[src/sv/bcrf_pkg.sv]
package bcrf_pkg;

    // Access kinds carried on the input tuser
    localparam logic [2:0] KIND_RD_REG    = 3'd0;
    localparam logic [2:0] KIND_WR_REG    = 3'd1;
    localparam logic [2:0] KIND_RD_FLAGS  = 3'd2;
    localparam logic [2:0] KIND_WR_FLAGS  = 3'd3;
    localparam logic [2:0] KIND_RD_STATUS = 3'd4;
    localparam logic [2:0] KIND_WR_STATUS = 3'd5;
    localparam logic [2:0] KIND_RD_PC     = 3'd6;
    localparam logic [2:0] KIND_WR_PC     = 3'd7;

    // Register access widths
    localparam logic [1:0] SIZE_BYTE = 2'd0;
    localparam logic [1:0] SIZE_WORD = 2'd1;
    localparam logic [1:0] SIZE_LONG = 2'd2;

    // Upper nibble of the register code for the banked and index ranges
    localparam logic [3:0] CODE_PREV_BANK = 4'hD;
    localparam logic [3:0] CODE_CUR_BANK  = 4'hE;
    localparam logic [3:0] CODE_INDEX     = 4'hF;

    localparam int unsigned NUM_BANKS    = 4;
    localparam int unsigned REGS_PER_BANK = 4;
    localparam int unsigned NUM_BANK_REGS = NUM_BANKS * REGS_PER_BANK;
    localparam int unsigned NUM_INDEX_REGS = 4;

    typedef struct packed {
        logic [2:0]  kind;
        logic [1:0]  access_size;
        logic [7:0]  reg_code;
        logic        flag_set;
        logic [31:0] write_data;
    } req_t;

    typedef struct packed {
        logic [31:0] read_data;
        logic        mapped;
        logic        fetch_flush;
    } rsp_t;

    // Stored flags: C,N,V,H,Z,S in bits 0..5; byte form: C0 N1 V2 H4 Z6 S7
    function automatic logic [7:0] flags_pack(input logic [5:0] f);
        flags_pack = {f[5], f[4], 1'b0, f[3], 1'b0, f[2], f[1], f[0]};
    endfunction

    function automatic logic [5:0] flags_unpack(input logic [7:0] d);
        flags_unpack = {d[7], d[6], d[4], d[2], d[1], d[0]};
    endfunction

endpackage

[src/sv/bcrf_regs.sv]
module bcrf_regs
    import bcrf_pkg::*;
(
    input  logic clk,
    input  logic rst_n,
    input  logic en,
    input  req_t req,
    output rsp_t rsp
);

    logic [31:0] bank_regs_reg [NUM_BANK_REGS];
    logic [31:0] index_regs_reg [NUM_INDEX_REGS];
    logic [31:0] pc_reg;
    logic [5:0]  flags_reg [2];
    logic [1:0]  bank_ptr_reg;
    logic [2:0]  imask_reg;

    logic        size_ok;
    logic        is_bank;
    logic        is_index;
    logic [1:0]  bank_sel;
    logic [1:0]  reg_sel;
    logic [3:0]  bank_idx;
    logic [31:0] cur_val;
    logic [31:0] rd_val;
    logic [31:0] wr_rep;
    logic [3:0]  byte_en;
    logic [31:0] wr_mask;
    logic [31:0] merged;
    logic [15:0] status_word;
    logic        reg_mapped;
    logic        wr_reg;

    assign size_ok = (req.access_size == SIZE_BYTE) || (req.access_size == SIZE_WORD)
                  || (req.access_size == SIZE_LONG);
    assign reg_sel  = req.reg_code[3:2];

    always_comb
    begin
        is_bank  = 1'b0;
        is_index = 1'b0;
        bank_sel = req.reg_code[5:4];
        priority if (req.reg_code[7:6] == 2'b00)
        begin
            is_bank = 1'b1;
        end
        else if (req.reg_code[7:4] == CODE_PREV_BANK)
        begin
            is_bank  = 1'b1;
            bank_sel = bank_ptr_reg - 2'd1;
        end
        else if (req.reg_code[7:4] == CODE_CUR_BANK)
        begin
            is_bank  = 1'b1;
            bank_sel = bank_ptr_reg;
        end
        else if (req.reg_code[7:4] == CODE_INDEX)
        begin
            is_index = 1'b1;
        end
        else
        begin
            // unmapped code range
            is_index = 1'b0;
        end
    end

    assign bank_idx   = {bank_sel, reg_sel};
    assign reg_mapped = size_ok && (is_bank || is_index);
    assign cur_val    = is_bank ? bank_regs_reg[bank_idx] : index_regs_reg[reg_sel];

    // Lane selection for narrow accesses
    always_comb
    begin
        rd_val  = cur_val;
        wr_rep  = req.write_data;
        byte_en = 4'b1111;
        unique case (req.access_size)
            SIZE_BYTE:
            begin
                rd_val  = {24'd0, cur_val[8*req.reg_code[1:0] +: 8]};
                wr_rep  = {4{req.write_data[7:0]}};
                byte_en = 4'b0001 << req.reg_code[1:0];
            end
            SIZE_WORD:
            begin
                rd_val  = {16'd0, cur_val[16*req.reg_code[1] +: 16]};
                wr_rep  = {2{req.write_data[15:0]}};
                byte_en = req.reg_code[1] ? 4'b1100 : 4'b0011;
            end
            default:
            begin
                rd_val  = cur_val;
                wr_rep  = req.write_data;
                byte_en = 4'b1111;
            end
        endcase
    end

    assign wr_mask = {{8{byte_en[3]}}, {8{byte_en[2]}}, {8{byte_en[1]}}, {8{byte_en[0]}}};
    assign merged  = (cur_val & ~wr_mask) | (wr_rep & wr_mask);

    assign status_word = {1'b1, imask_reg, 1'b1, 1'b0, bank_ptr_reg, flags_pack(flags_reg[0])};

    always_comb
    begin
        rsp = '0;
        unique case (req.kind)
            KIND_RD_REG:
            begin
                rsp.mapped    = reg_mapped;
                rsp.read_data = reg_mapped ? rd_val : 32'd0;
            end
            KIND_WR_REG:    rsp.mapped      = reg_mapped;
            KIND_RD_FLAGS:  rsp.read_data   = {24'd0, flags_pack(flags_reg[req.flag_set])};
            KIND_RD_STATUS: rsp.read_data   = {16'd0, status_word};
            KIND_RD_PC:     rsp.read_data   = pc_reg;
            KIND_WR_PC:     rsp.fetch_flush = 1'b1;
            default:        rsp = '0;
        endcase
    end

    assign wr_reg = en && (req.kind == KIND_WR_REG) && reg_mapped;

    always_ff @(posedge clk or negedge rst_n)
    begin
        if (!rst_n)
        begin
            for (int i = 0; i < NUM_BANK_REGS; i++)
            begin
                bank_regs_reg[i] <= '0;
            end
            for (int i = 0; i < NUM_INDEX_REGS; i++)
            begin
                index_regs_reg[i] <= '0;
            end
            pc_reg       <= '0;
            flags_reg[0] <= '0;
            flags_reg[1] <= '0;
            bank_ptr_reg <= '0;
            imask_reg    <= '0;
        end
        else
        begin
            if (wr_reg && is_bank)
            begin
                bank_regs_reg[bank_idx] <= merged;
            end
            if (wr_reg && is_index)
            begin
                index_regs_reg[reg_sel] <= merged;
            end
            if (en && (req.kind == KIND_WR_FLAGS))
            begin
                flags_reg[req.flag_set] <= flags_unpack(req.write_data[7:0]);
            end
            if (en && (req.kind == KIND_WR_STATUS))
            begin
                flags_reg[0] <= flags_unpack(req.write_data[7:0]);
                bank_ptr_reg <= req.write_data[9:8];
                imask_reg    <= req.write_data[14:12];
            end
            if (en && (req.kind == KIND_WR_PC))
            begin
                pc_reg <= req.write_data;
            end
        end
    end

endmodule

[src/sv/banked_cpu_register_file.sv]
// Banked CPU register file: four banks of four 32-bit registers, four index/stack
// registers, a program counter, two flag sets and the packed status word. Each
// input beat is one access (register byte/word/long read or write by 8-bit code,
// flag, status or PC read/write) and returns exactly one result beat. The block
// takes one beat per clock while the output is not stalled; a beat is held in the
// input register, is executed against the register state there, and its result is
// loaded into the output register as the beat leaves the input register, from which
// the result beat is offered. With both registers full and the output held off, the
// input is refused until the result beat is taken.
// State is updated as a beat moves from the input to the output register, so the
// following beat always sees the effect of the one before it. For register
// accesses, unmapped codes and access size 3 read as zero with mapped low, and
// their writes are dropped.
module banked_cpu_register_file
    import bcrf_pkg::*;
(
    input  logic        clk,
    input  logic        rst_n,

    input  logic        s_tvalid,
    output logic        s_tready,
    // [1:0] access_size, [9:2] reg_code, [10] flag_set, [42:11] write_data,
    // [47:43] zero fill
    input  logic [47:0] s_tdata,
    // [2:0] kind
    input  logic [2:0]  s_tuser,

    output logic        m_tvalid,
    input  logic        m_tready,
    // [31:0] read_data
    output logic [31:0] m_tdata,
    // [0] mapped, [1] fetch_flush
    output logic [1:0]  m_tuser
);

    // Input register
    logic in_valid_reg;
    req_t in_req_reg;

    // Result register
    logic out_valid_reg;
    rsp_t out_rsp_reg;

    logic advance;
    logic s_beat;
    rsp_t rsp;

    // Execute whenever the result register is empty or being drained this cycle
    assign advance  = in_valid_reg && (!out_valid_reg || m_tready);
    assign s_tready = !in_valid_reg || advance;
    assign s_beat   = s_tvalid && s_tready;

    bcrf_regs u_regs (
        .clk   (clk),
        .rst_n (rst_n),
        .en    (advance),
        .req   (in_req_reg),
        .rsp   (rsp)
    );

    always_ff @(posedge clk or negedge rst_n)
    begin
        if (!rst_n)
        begin
            in_valid_reg  <= 1'b0;
            out_valid_reg <= 1'b0;
        end
        else
        begin
            if (s_tready)
            begin
                in_valid_reg <= s_tvalid;
            end
            if (advance)
            begin
                out_valid_reg <= 1'b1;
            end
            else if (m_tready)
            begin
                out_valid_reg <= 1'b0;
            end
        end
    end

    // Payload registers, no reset needed
    always_ff @(posedge clk)
    begin
        if (s_beat)
        begin
            in_req_reg.kind        <= s_tuser;
            in_req_reg.access_size <= s_tdata[1:0];
            in_req_reg.reg_code    <= s_tdata[9:2];
            in_req_reg.flag_set    <= s_tdata[10];
            in_req_reg.write_data  <= s_tdata[42:11];
        end
        if (advance)
        begin
            out_rsp_reg <= rsp;
        end
    end

    assign m_tvalid = out_valid_reg;
    assign m_tdata  = out_rsp_reg.read_data;
    assign m_tuser  = {out_rsp_reg.fetch_flush, out_rsp_reg.mapped};

endmodule

[config.mk]
export PLATFORM = sky130hd
export DESIGN_NAME = banked_cpu_register_file
export DESIGN_NICKNAME = d
export VERILOG_FILES = /design/src/sv/bcrf_pkg.sv /design/src/sv/bcrf_regs.sv /design/src/sv/banked_cpu_register_file.sv
export SDC_FILE = /design/constraint.sdc
export NUM_CORES = 1
export LEC_CHECK = 0
export ABC_AREA = 0
export BUFFER_PORTS_ARGS = -buffer_cell sky130_fd_sc_hd__buf_2
export CELL_PAD_IN_SITES_DETAIL_PLACEMENT = 0
export CELL_PAD_IN_SITES_GLOBAL_PLACEMENT = 2
export CORE_MARGIN = 2
export CORE_UTILIZATION = 45
export CTS_CLUSTER_DIAMETER = 60
export DETAILED_ROUTE_END_ITERATION = 12
export PLACE_DENSITY_LB_ADDON = 0.1
export RECOVER_POWER = 50
export SLEW_MARGIN = 20
export SYNTH_ARGS = -nofsm -noshare
export SYNTH_HDL_FRONTEND = slang
export SYNTH_SLANG_ARGS = --single-unit
[constraint.sdc]
create_clock -name clk -period 2.9 [get_ports clk]
set_clock_uncertainty 0.1 [all_clocks]
set_input_delay 0.58 -clock clk [delete_from_list [all_inputs] [get_ports clk]]
set_output_delay 0.58 -clock clk [all_outputs]
set_load 0.02 [all_outputs]
==> results of run 1 <==
-- power groups by stage --
| stage | Clock, mW | Sequential [mW] | Combinational [mW] |
|---|---|---|---|
| 2_1_floorplan | 0 | 11.8 | 1.41 |
| 6_report | 11.1 | 11.6 | 2.89 |
| 3_3_place_gp | 0 | 11.8 | 2.53 |
| 3_5_place_dp | 0 | 11.8 | 2.58 |
| 4_1_cts | 11.3 | 11.6 | 2.65 |
| 5_1_grt | 11.8 | 11.7 | 3.11 |
-- per-stage QoR --
step | TNS [ns] | hold WS [ns] | power, mW | cell area, um^2 | instances
after floorplan | 0 | 0.184 | 13.2 | 34800 | 2671
after global placement | -5.04 | 0.353 | 14.3 | 37800 | 3750
after detailed placement | -5.80 | 0.364 | 14.4 | 37800 | 3750
after CTS | -0.0112 | 0.00301 | 25.6 | 41100 | 3938
after global routing | -14.06 | 0.0134 | 26.6 | 42000 | 3984
final | -1.05 | 0.0294 | 25.6 | 42000 | 3986
-- layout make-up --
type | count | area, um^2 | share of cell area [%]
antenna | 2 | 5.00 | 0.0119
clock buffer | 119 | 2540 | 6.06
clock inverter | 33 | 360 | 0.859
inverter | 3 | 11.3 | 0.0268
multi-input combinational | 1641 | 14200 | 33.9
sequential | 771 | 19700 | 46.9
tap | 1030 | 1290 | 3.07
timing repair buffer | 387 | 3820 | 9.10
-- cell usage in the layout, fill, tap and decap left out, types with 18 or more instances in the layout --
| master | Yosys | final |
|---|---|---|
| dfrtp_1 | 691 | 690 |
| clkinv_2 | 0 | 18 |
| mux4_2 | 155 | 156 |
| buf_2 | 79 | 79 |
| o21ai_1 | 25 | 35 |
| mux2i_1 | 36 | 33 |
| o21ai_0 | 301 | 287 |
| buf_6 | 8 | 30 |
| edfxtp_1 | 80 | 80 |
| clkbuf_16 | 0 | 97 |
| a21oi_1 | 131 | 104 |
| mux2_2 | 406 | 393 |
| buf_12 | 3 | 62 |
| dlygate4sd3_1 | 0 | 29 |
| buf_4 | 22 | 154 |
| clkbuf_1 | 129 | 21 |
| nand2_1 | 348 | 332 |
| nor2_1 | 55 | 52 |
| a21oi_2 | 2 | 23 |
-- cell families after synthesis --
group | Yosys count
compound gates | 555
flops | 771
buf+inv | 261
xor+xnor | 1
simple gates | 481
mux | 602
-- worst paths after layout --
path / startpoint / end / slack, ns / cells after the start
min in group asynchronous: rst_n / u_regs.bank_regs_reg[248]$_DFFE_PN0P_ / 0.71 / 2
worst max register to register: in_req_reg[35]$_DFFE_PP_ / u_regs.bank_regs_reg[405]$_DFFE_PN0P_ / -0.06 / 12
worst min-delay path: s_tdata[35] / in_req_reg[24]$_DFFE_PP_ / 0.03 / 1
max in group asynchronous: rst_n / u_regs.bank_regs_reg[418]$_DFFE_PN0P_ / 0.31 / 3
worst max-delay path: in_req_reg[35]$_DFFE_PP_ / u_regs.bank_regs_reg[405]$_DFFE_PN0P_ / -0.06 / 12
worst min register to register: u_regs.bank_regs_reg[297]$_DFFE_PN0P_ / u_regs.bank_regs_reg[297]$_DFFE_PN0P_ / 0.37 / 2
-- metal layers --
metal  vias to the layer above  global-route usage [%]  part of all wire, %
li1                      10100                       -                    -
met2                       645                    41.9                   47
met4                         0                    6.67                  2.2
met5                         -                       0                    0
met1                     12200                    37.7                   45
met3                       147                    3.91                  5.8
-- what timing repair did --
item,4_1_cts,5_1_grt
gates cloned,0,15
setup buffers,7,31
hold buffers,29,0
resized for setup,19,132
hold endpoints to repair,70,0
setup endpoints to repair,300,568
pin swaps,0,7
==> parameters.txt, run 1 <==
Parameter                              Value

Critical path
  Critical path buffers and inverters ... 6
  Endpoint class of the critical path ... register
  Max stage delay cell, worst path ... edfxtp_1
  Critical-path maximum fanout ... 10
  Crit path largest cell delay ... approximately 0.44 ns
  WP data arrival ... 3.43 ns
  Classification of the worst setup path ... reg2reg
  CP delay by family, top ... buffers and inverters
  Required time reported for the critical path endpoint ... around 3.4 ns
  Worst path cell trace ... buf_6 -> clkbuf_16 -> clkbuf_16 -> buf_4 -> mux4_2 -> a21oi_2 -> o41ai_2 -> buf_4 -> nor2_2 -> a21oi_4 -> buf_8 -> mux2_2
  Crit start category ... register

Floorplan
  DIE AREA ... slightly below 80000 um^2
  Area inside the core boundary ... 76200 um^2
  Floorplan row count ... between 100 and 150
  Initial core utilization ... a little under half
  IO Count ... 91
  Height of the chip ... ~280 um
  Die Wd ... 282 um

Outcome
  Failing checks ... negative setup slack
  Outcome ... complete, but fails checks

Global route
  Initial antenna violation count ... 2
  Global-route usage over all layers ... 26.2%
  First-pass GRT wire length ... approximately 150 mm
  Vias in the first global route ... approximately 23000
  Pin count of the biggest net entering global routing ... 109
  GR Overflow Total ... 0

CTS
  Number of clock buffers inserted by TritonCTS ... 86
  Source-to-sink clock delay at the later pin of the worst-skew pair ... ~0.63 ns
  H-tree lvl count ... 3
  Maximum root-to-sink buffer count ... 3
  TritonCTS clock tree ... yes
  Clock Pin Slew Worst Setup and Hold Paths ... ~0.06 ns
  Number of sinks handled by clock tree synthesis ... 771
  Master cell of the clock root buffer ... clkbuf_16

Route
  Final WL ... between 100 and 150 mm
  Vias per inst ... just under 6
  Total number of vias ... around 23000
  Number of iterations in the first detailed-routing pass ... 5
  Number of violations reported at the end of detailed-routing iteration 0 ... roughly 1500
  Average detailed-routed wire length per instance ... between 20 and 30 um
  Residual DRC ... 0
  Number of nets still failing antenna checks after routing ... 0

Place
  Post-DP HPWL ... 67.0 mm
  Worst slack at placement ... -0.0849 ns
  Count of buffers from port buffering ... 85
  Global placement routability congestion ... roughly 0.84

Pwr
  Static Leak ... between 15 and 20 nW
  Internal cell power ... 19.2 mW
  Psw ... ~6.4 mW
  Share of total power in the clock network ... ~43%
  Sequential cell fraction of total power ... about 45%
  Combinational power share ... a little under an eighth
  Peak VDD IR ... roughly 0.40 mV
  Switching share of total power ... between 20% and 30%
  Power density over the cells ... 610 nW/um^2

Cells and area
  Filler instances ... around 6300
  Fraction of the core area covered by cells at the end of the flow ... 55.1%
  Share of layout cells above drive strength 1 ... roughly two fifths
  Largest register FFs ... slightly above 500
  Area growth from synthesis to layout ... 20.7%
  Post-layout nets ... 2945

STA
  Setup repair after global routing missed its margin ... yes
  Number of failing setup endpoints in the final timing report ... 36
  Final Max Slew Viols ... 0
  Worst slew pin tran ... 1.38 ns
  Worst max-slew margin expressed relative to the limit ... 7.90%
  Achievable Freq ... around 340 MHz
  Worst-case setup margin in the final layout ... -0.0568 ns
  Crit share post-route ... 102%
  Shortest clock period the worst path allows after layout ... 2.96 ns
  Final hold viol count ... 0

Logic synthesis
  Number of synthesis warnings ... 0
  Area leader, netlist ... dfrtp_1
  Gate count after technology mapping ... around 2700
  Combinational family with the most area after synthesis ... multiplexers
  Async SR Flop Fraction ... between 80% and 90%
  Post-synth EDFFs ... 80
  Library cells used by synthesis ... 51
  Netlist area before placement ... 34800 um^2
  Multiplexer share of the synthesized area ... between 20 and 25%
  Sequential share of the synthesized area ... between 50% and 60%
  Average footprint of a synthesized cell ... around 13 um^2
  Post-synth top cells ... dfrtp_1, mux2_2, nand2_1
  Library cell with the highest instance count after synthesis ... dfrtp_1
  Share of the synthesized netlist area taken by xor and xnor gates ... less than 1%
  Dominant synthesized flop cell ... dfrtp_1
  Flop and latch count out of synthesis ... around 770
  Area fraction in and, or, nand and nor cells after synthesis ... 5.73%
  Post-synthesis share of cell area spent on full adders, half adders and majority gates ... 0%
  Synth Area in Compound Gates ... under 10%
  Fraction of post-synthesis cell area in the top cell type by area ... between 40% and 50%
  Cells taking the most area after synthesis ... dfrtp_1, mux2_2, mux4_2, edfxtp_1, o21ai_0
  Net count after synthesis ... 2726

Job
  Maximum Capacitance Violations ... 0

Worst hold path
  Min-delay worst type ... in2reg
Power figures use the tool's default switching activity.
==> run 2: changes to the inputs <==
--- a/config.mk
+++ b/config.mk
@@ -13,8 +13,10 @@
 export CORE_UTILIZATION = 45
 export CTS_CLUSTER_DIAMETER = 60
 export DETAILED_ROUTE_END_ITERATION = 12
+export GPL_TIMING_DRIVEN = 0
 export PLACE_DENSITY_LB_ADDON = 0.1
 export RECOVER_POWER = 50
+export SKIP_CTS_REPAIR_TIMING = 1
 export SLEW_MARGIN = 20
 export SYNTH_ARGS = -nofsm -noshare
 export SYNTH_HDL_FRONTEND = slang
==> parameters.txt, run 2 (synthesized netlist as in run 1, its figures left out) <==
Parameter                              Value

CTS
  H-tree lvl count ... 3
  Source-to-sink clock delay at the later pin of the worst-skew pair ... 0.65 ns
  Maximum root-to-sink buffer count ... 3
  Clock Pin Slew Worst Setup and Hold Paths ... 0.06 ns
  Master cell of the clock root buffer ... clkbuf_16
  Number of sinks handled by clock tree synthesis ... 771
  TritonCTS clock tree ... yes
  Number of clock buffers inserted by TritonCTS ... slightly below 90

Cells and area
  Most common library cell in the layout ignoring fill and taps ... dfrtp_1
  Post-route cell area ... 41700 um^2
  Post-layout nets ... 2991
  Share of layout cells above drive strength 1 ... between 30% and 40%
  Number of standard cells in the layout, taps in and fillers out ... between 4000 and 5000
  Most frequent cells in the layout ... dfrtp_1, mux2_2, nand2_1
  Area growth from synthesis to layout ... 19.8%
  Largest register FFs ... approximately 510

STA
  Worst max-slew margin expressed relative to the limit ... less than 1%
  Hold Slack ... approximately 0.024 ns
  Accumulated negative setup slack ... -68.31 ns
  Worst slew pin tran ... around 1.5 ns
  Final Max Slew Viols ... 0
  Worst-case setup margin in the final layout ... -0.239 ns
  Final hold viol count ... 0
  Crit share post-route ... 108%
  Achievable Freq ... about 320 MHz
  Number of failing setup endpoints in the final timing report ... between 600 and 700
  Shortest clock period the worst path allows after layout ... approximately 3.1 ns
  Setup repair after global routing missed its margin ... yes

Floorplan
  Die Wd ... 282 um
  Area inside the core boundary ... 76200 um^2
  Initial core utilization ... a little under half
  DIE AREA ... between 70000 and 80000 um^2
  Height of the chip ... roughly 280 um
  Floorplan row count ... approximately 100
  IO Count ... a little over 90

Route
  Total number of vias ... ~24000
  Number of nets still failing antenna checks after routing ... 0
  Final WL ... between 100 and 150 mm
  Vias per inst ... roughly 6.0
  Average detailed-routed wire length per instance ... about 28 um
  Residual DRC ... 0
  Number of violations reported at the end of detailed-routing iteration 0 ... slightly below 2000
  Number of iterations in the first detailed-routing pass ... 7

Critical path
  Classification of the worst setup path ... reg2reg
  Critical-path maximum fanout ... 8
  Crit path largest cell delay ... around 0.83 ns
  Crit start category ... register
  Required time reported for the critical path endpoint ... 3.22 ns
  Max stage delay cell, worst path ... o41ai_4
  WP data arrival ... 3.46 ns
  Endpoint class of the critical path ... register
  Worst path cell trace ... buf_6 -> buf_12 -> buf_4 -> mux4_2 -> a21oi_1 -> o41ai_4 -> o221ai_1 -> o21ai_0

Global route
  Vias in the first global route ... between 20000 and 25000
  Pin count of the biggest net entering global routing ... between 100 and 150
  First-pass GRT wire length ... about 160 mm
  GR Overflow Total ... 0
  Initial antenna violation count ... 0
  Global-route usage over all layers ... between 20 and 30%

Place
  Cells after DPL ... 3796
  Placed instance area ... 36700 um^2
  Count of buffers from port buffering ... 85
  Post-DP HPWL ... ~79 mm
  Global placement routability congestion ... between 0.8 and 0.9

Outcome
  Outcome ... complete, but fails checks
  Failing checks ... negative setup slack

Pwr
  Internal cell power ... 19.5 mW
  Peak VDD IR ... between 0.4 and 0.5 mV
  Switching share of total power ... between 20% and 30%
  Psw ... 6.69 mW
  Power density over the cells ... approximately 630 nW/um^2
  Static Leak ... 18.9 nW
  Sequential cell fraction of total power ... between 40 and 50%
  Total Power Consumption ... 26.2 mW
  Share of total power in the clock network ... between 40% and 50%
  Combinational power share ... between 10% and 20%

Job
  Maximum Capacitance Violations ... 0

Worst hold path
  Min-delay worst type ... in2reg
[run 2: cell types whose count changed in the layout (fill, tap and decap cells not counted), moves of 12 or more]
| cell | change |
|---|---|
| clkbuf_1 | +84 |
| buf_4 | -78 |
| clkbuf_2 | +59 |
| buf_12 | -51 |
| buf_2 | +22 |
| mux2_4 | -15 |
| clkbuf_4 | +13 |
| mux2_2 | +13 |
| o41ai_2 | -13 |
| o41ai_4 | +13 |
| nand2_2 | -12 |
[run 2: final cells by class]
class	count	area, um^2
antenna	3	7.51
buffer	258	1840
clock buffer	121	2470
clock inverter	33	517
fill	6335	34500
inverter	3	11.3
multi-input combinational	1639	14500
sequential	771	19700
tap	1030	1290
timing repair buffer	176	1330
[run 2: power by group through the flow]
stage / logic (mW) / registers (mW) / clock network (mW)
6_report: 3.00 / 11.6 / 11.6
5_1_grt: 3.19 / 11.6 / 12.2
4_1_cts: 2.56 / 11.6 / 11.8
3_5_place_dp: 2.55 / 11.8 / 0
3_3_place_gp: 2.45 / 11.8 / 0
2_1_floorplan: 1.41 / 11.8 / 0
[run 2: routing by layer]
layer	global-route usage, %	up-vias	share of wire, %
met2	42.5	835	45
met4	7.65	0	2.4
met3	4.88	146	6.6
met1	42.6	12800	46
li1	-	10200	-
met5	0	-	0
[run 2: worst max-delay path: cells and delay by family, from the launching register on]
kind / cells / cell delay, ns
AOI/OAI and AO/OA: 4 / 1.57
buffers and inverters: 3 / 0.47
DFF: 1 / 0.40
muxes: 1 / 0.39
[run 2: path summary, 6_finish.rpt]
check	slack [ns]	to	cells after the start	from
max	-0.24	m_tdata[5]$_SDFFCE_PN0P_	8	in_req_reg[35]$_DFFE_PP_
min reg2reg	0.37	u_regs.bank_regs_reg[135]$_DFFE_PN0P_	2	u_regs.bank_regs_reg[135]$_DFFE_PN0P_
max in group asynchronous	0.16	u_regs.bank_regs_reg[196]$_DFFE_PN0P_	4	rst_n
min in group asynchronous	0.40	u_regs.bank_regs_reg[446]$_DFFE_PN0P_	2	rst_n
max reg2reg	-0.24	m_tdata[5]$_SDFFCE_PN0P_	8	in_req_reg[35]$_DFFE_PP_
min	0.02	in_req_reg[31]$_DFFE_PP_	1	s_tdata[42]
[run 2: per-stage QoR]
step,setup WS [ns],utilization [%]
after floorplan,0.236,-
after global placement,-12.88,47.9
after detailed placement,-1.42,48.2
after CTS,-1.47,52.1
after global routing,-0.283,54.7
final,-0.239,54.7
==> run 3: changes to the inputs <==
--- a/config.mk
+++ b/config.mk
@@ -9,11 +9,12 @@
 export BUFFER_PORTS_ARGS = -buffer_cell sky130_fd_sc_hd__buf_2
 export CELL_PAD_IN_SITES_DETAIL_PLACEMENT = 0
 export CELL_PAD_IN_SITES_GLOBAL_PLACEMENT = 2
-export CORE_MARGIN = 2
+export CORE_MARGIN = 1.5
 export CORE_UTILIZATION = 45
 export CTS_CLUSTER_DIAMETER = 60
 export DETAILED_ROUTE_END_ITERATION = 12
 export GPL_TIMING_DRIVEN = 0
+export HOLD_SLACK_MARGIN = 0.08
 export PLACE_DENSITY_LB_ADDON = 0.1
 export RECOVER_POWER = 50
 export SKIP_CTS_REPAIR_TIMING = 1
==> parameters.txt, run 3 (synthesized netlist as in run 1, its figures left out) <==
Parameter                              Value

Outcome
  Outcome ... complete, but fails checks
  Failing checks ... negative setup slack

Critical path
  Classification of the worst setup path ... reg2reg
  Critical-path maximum fanout ... 9
  Setup slack on the worst flop-to-flop path ... -0.16 ns
  Crit start category ... register
  End point of the critical path ... u_regs.bank_regs_reg[500]$_DFFE_PN0P_
  R2r worst-path depth ... 13
  Launching element of the worst setup path ... in_req_reg[35]$_DFFE_PP_
  Endpoint class of the critical path ... register
  WP data arrival ... around 3.5 ns
  Required time reported for the critical path endpoint ... roughly 3.3 ns
  Source of the worst register-to-register timing path ... in_req_reg[35]$_DFFE_PP_
  Capturing point of the worst reg2reg path ... u_regs.bank_regs_reg[500]$_DFFE_PN0P_

Global route
  Global-route usage over all layers ... between 20 and 30%
  GR Overflow Total ... 0
  First-pass GRT wire length ... about 160 mm
  Pin count of the biggest net entering global routing ... 109
  Initial antenna violation count ... 2
  Vias in the first global route ... 24100

STA
  Worst slew pin tran ... 1.48 ns
  Final Max Slew Viols ... 0
  Achievable Freq ... 326 MHz
  Shortest clock period the worst path allows after layout ... between 3 and 4 ns
  Final hold viol count ... 0
  Worst-case setup margin in the final layout ... -0.165 ns
  Setup repair after global routing missed its margin ... yes
  Number of failing setup endpoints in the final timing report ... between 600 and 700
  Crit share post-route ... 106%
  Worst max-slew margin expressed relative to the limit ... under 10%

Worst hold path
  WHS Path Cells ... 3
  Min-delay worst type ... in2reg

Route
  Number of nets still failing antenna checks after routing ... 0
  Final WL ... between 100 and 150 mm
  Number of iterations in the first detailed-routing pass ... 5
  Vias per inst ... approximately 5.9
  Number of violations reported at the end of detailed-routing iteration 0 ... a little over 2000
  Total number of vias ... ~24000
  Average detailed-routed wire length per instance ... around 28 um
  Residual DRC ... 0

Cells and area
  Post-route cell area ... about 42000 um^2
  Share of layout cells above drive strength 1 ... about two fifths
  Largest register FFs ... between 500 and 600
  Post-layout nets ... around 3000
  Area growth from synthesis to layout ... 22.1%
  Fraction of the core area covered by cells at the end of the flow ... 55.7%
  Most common library cell in the layout ignoring fill and taps ... dfrtp_1
  Most frequent cells in the layout ... dfrtp_1, mux2_2, nand2_1

Place
  Count of buffers from port buffering ... 85
  Placed instance area ... roughly 37000 um^2
  Post-DP HPWL ... approximately 79 mm
  Global placement routability congestion ... a little under 0.9
  Worst slack at placement ... -1.32 ns

Pwr
  Total Power Consumption ... 25.9 mW
  Power density over the cells ... 610 nW/um^2
  Static Leak ... 19.4 nW
  Peak VDD IR ... 0.500 mV

CTS
  Number of clock buffers inserted by TritonCTS ... around 90
  Master cell of the clock root buffer ... clkbuf_16
  Clock Pin Slew Worst Setup and Hold Paths ... about 0.060 ns
  TritonCTS clock tree ... yes
  Number of sinks handled by clock tree synthesis ... 771
  H-tree lvl count ... 3
  Maximum root-to-sink buffer count ... 3
  Source-to-sink clock delay at the later pin of the worst-skew pair ... ~0.65 ns

Floorplan
  Floorplan row count ... 101
  Initial core utilization ... a little under half
  Area inside the core boundary ... around 76000 um^2
  Die Wd ... about 280 um
  Height of the chip ... 281 um
  IO Count ... 91
  DIE AREA ... 78900 um^2

Job
  Maximum Capacitance Violations ... 0
run 3: cell type report:
cell class | instances | area (um^2)
Fill cell | 6342 | 33800
Sequential cell | 771 | 19700
Multi-Input combinational cell | 1639 | 14600
Clock buffer | 130 | 2580
Buffer | 257 | 1990
Timing Repair Buffer | 229 | 1930
Tap cell | 1030 | 1290
Clock inverter | 35 | 330
Inverter | 3 | 11.3
Antenna cell | 1 | 2.50
run 3: stage by stage:
step / TNS (ns) / std cells / hold WS, ns
3_3_place_gp: -9514.81 / 3786 / 0.355
3_5_place_dp: -635.62 / 3796 / 0.364
6_report: -54.64 / 4095 / 0.141
2_1_floorplan: 0 / 2671 / 0.184
5_1_grt: -108.46 / 4094 / 0.165
4_1_cts: -658.73 / 3961 / -0.274
run 3: routing by layer:
| layer | global-route usage [%] | vias up | share of wire [%] |
|---|---|---|---|
| met5 | 0 | - | 0.011 |
| met4 | 8.73 | 2 | 2.5 |
| met1 | 41.8 | 12900 | 45 |
| met2 | 42.1 | 814 | 45 |
| met3 | 5.58 | 152 | 7.0 |
| li1 | - | 10400 | - |
run 3: how the worst min path moves through the flow:
stage	start	slack [ns]	to
2_1_floorplan	rst_n	0.18	in_valid_reg$_DFFE_PN0N_
3_3_place_gp	u_regs.bank_regs_reg[24]$_DFFE_PN0P_	0.36	u_regs.bank_regs_reg[24]$_DFFE_PN0P_
3_5_place_dp	u_regs.bank_regs_reg[287]$_DFFE_PN0P_	0.36	u_regs.bank_regs_reg[287]$_DFFE_PN0P_
4_1_cts	rst_n	-0.27	u_regs.bank_regs_reg[507]$_DFFE_PN0P_
5_1_grt	m_tready	0.17	m_tvalid$_DFFE_PN0P_
6_report	m_tready	0.14	m_tvalid$_DFFE_PN0P_
run 3: worst max-delay path: stages, from the launching register on:
cell and delay (ns):
edfxtp_1 0.36, buf_8 0.18, buf_12 0.16, buf_16 0.16, clkbuf_16 0.18, buf_12 0.11
mux4_2 0.50, a21oi_2 0.17, nor4_4 0.08, a21oi_4 0.20, mux2i_4 0.13, buf_4 0.18
buf_2 0.14, mux2_2 0.26
run 3: where the power goes:
part | leakage [nW] | internal (mW) | switching (mW)
registers | 10.3 | 11.4 | 0.252
clock network | 1.43 | 6.47 | 4.66
logic | 7.62 | 1.25 | 1.90
total | 19.4 | 19.1 | 6.81
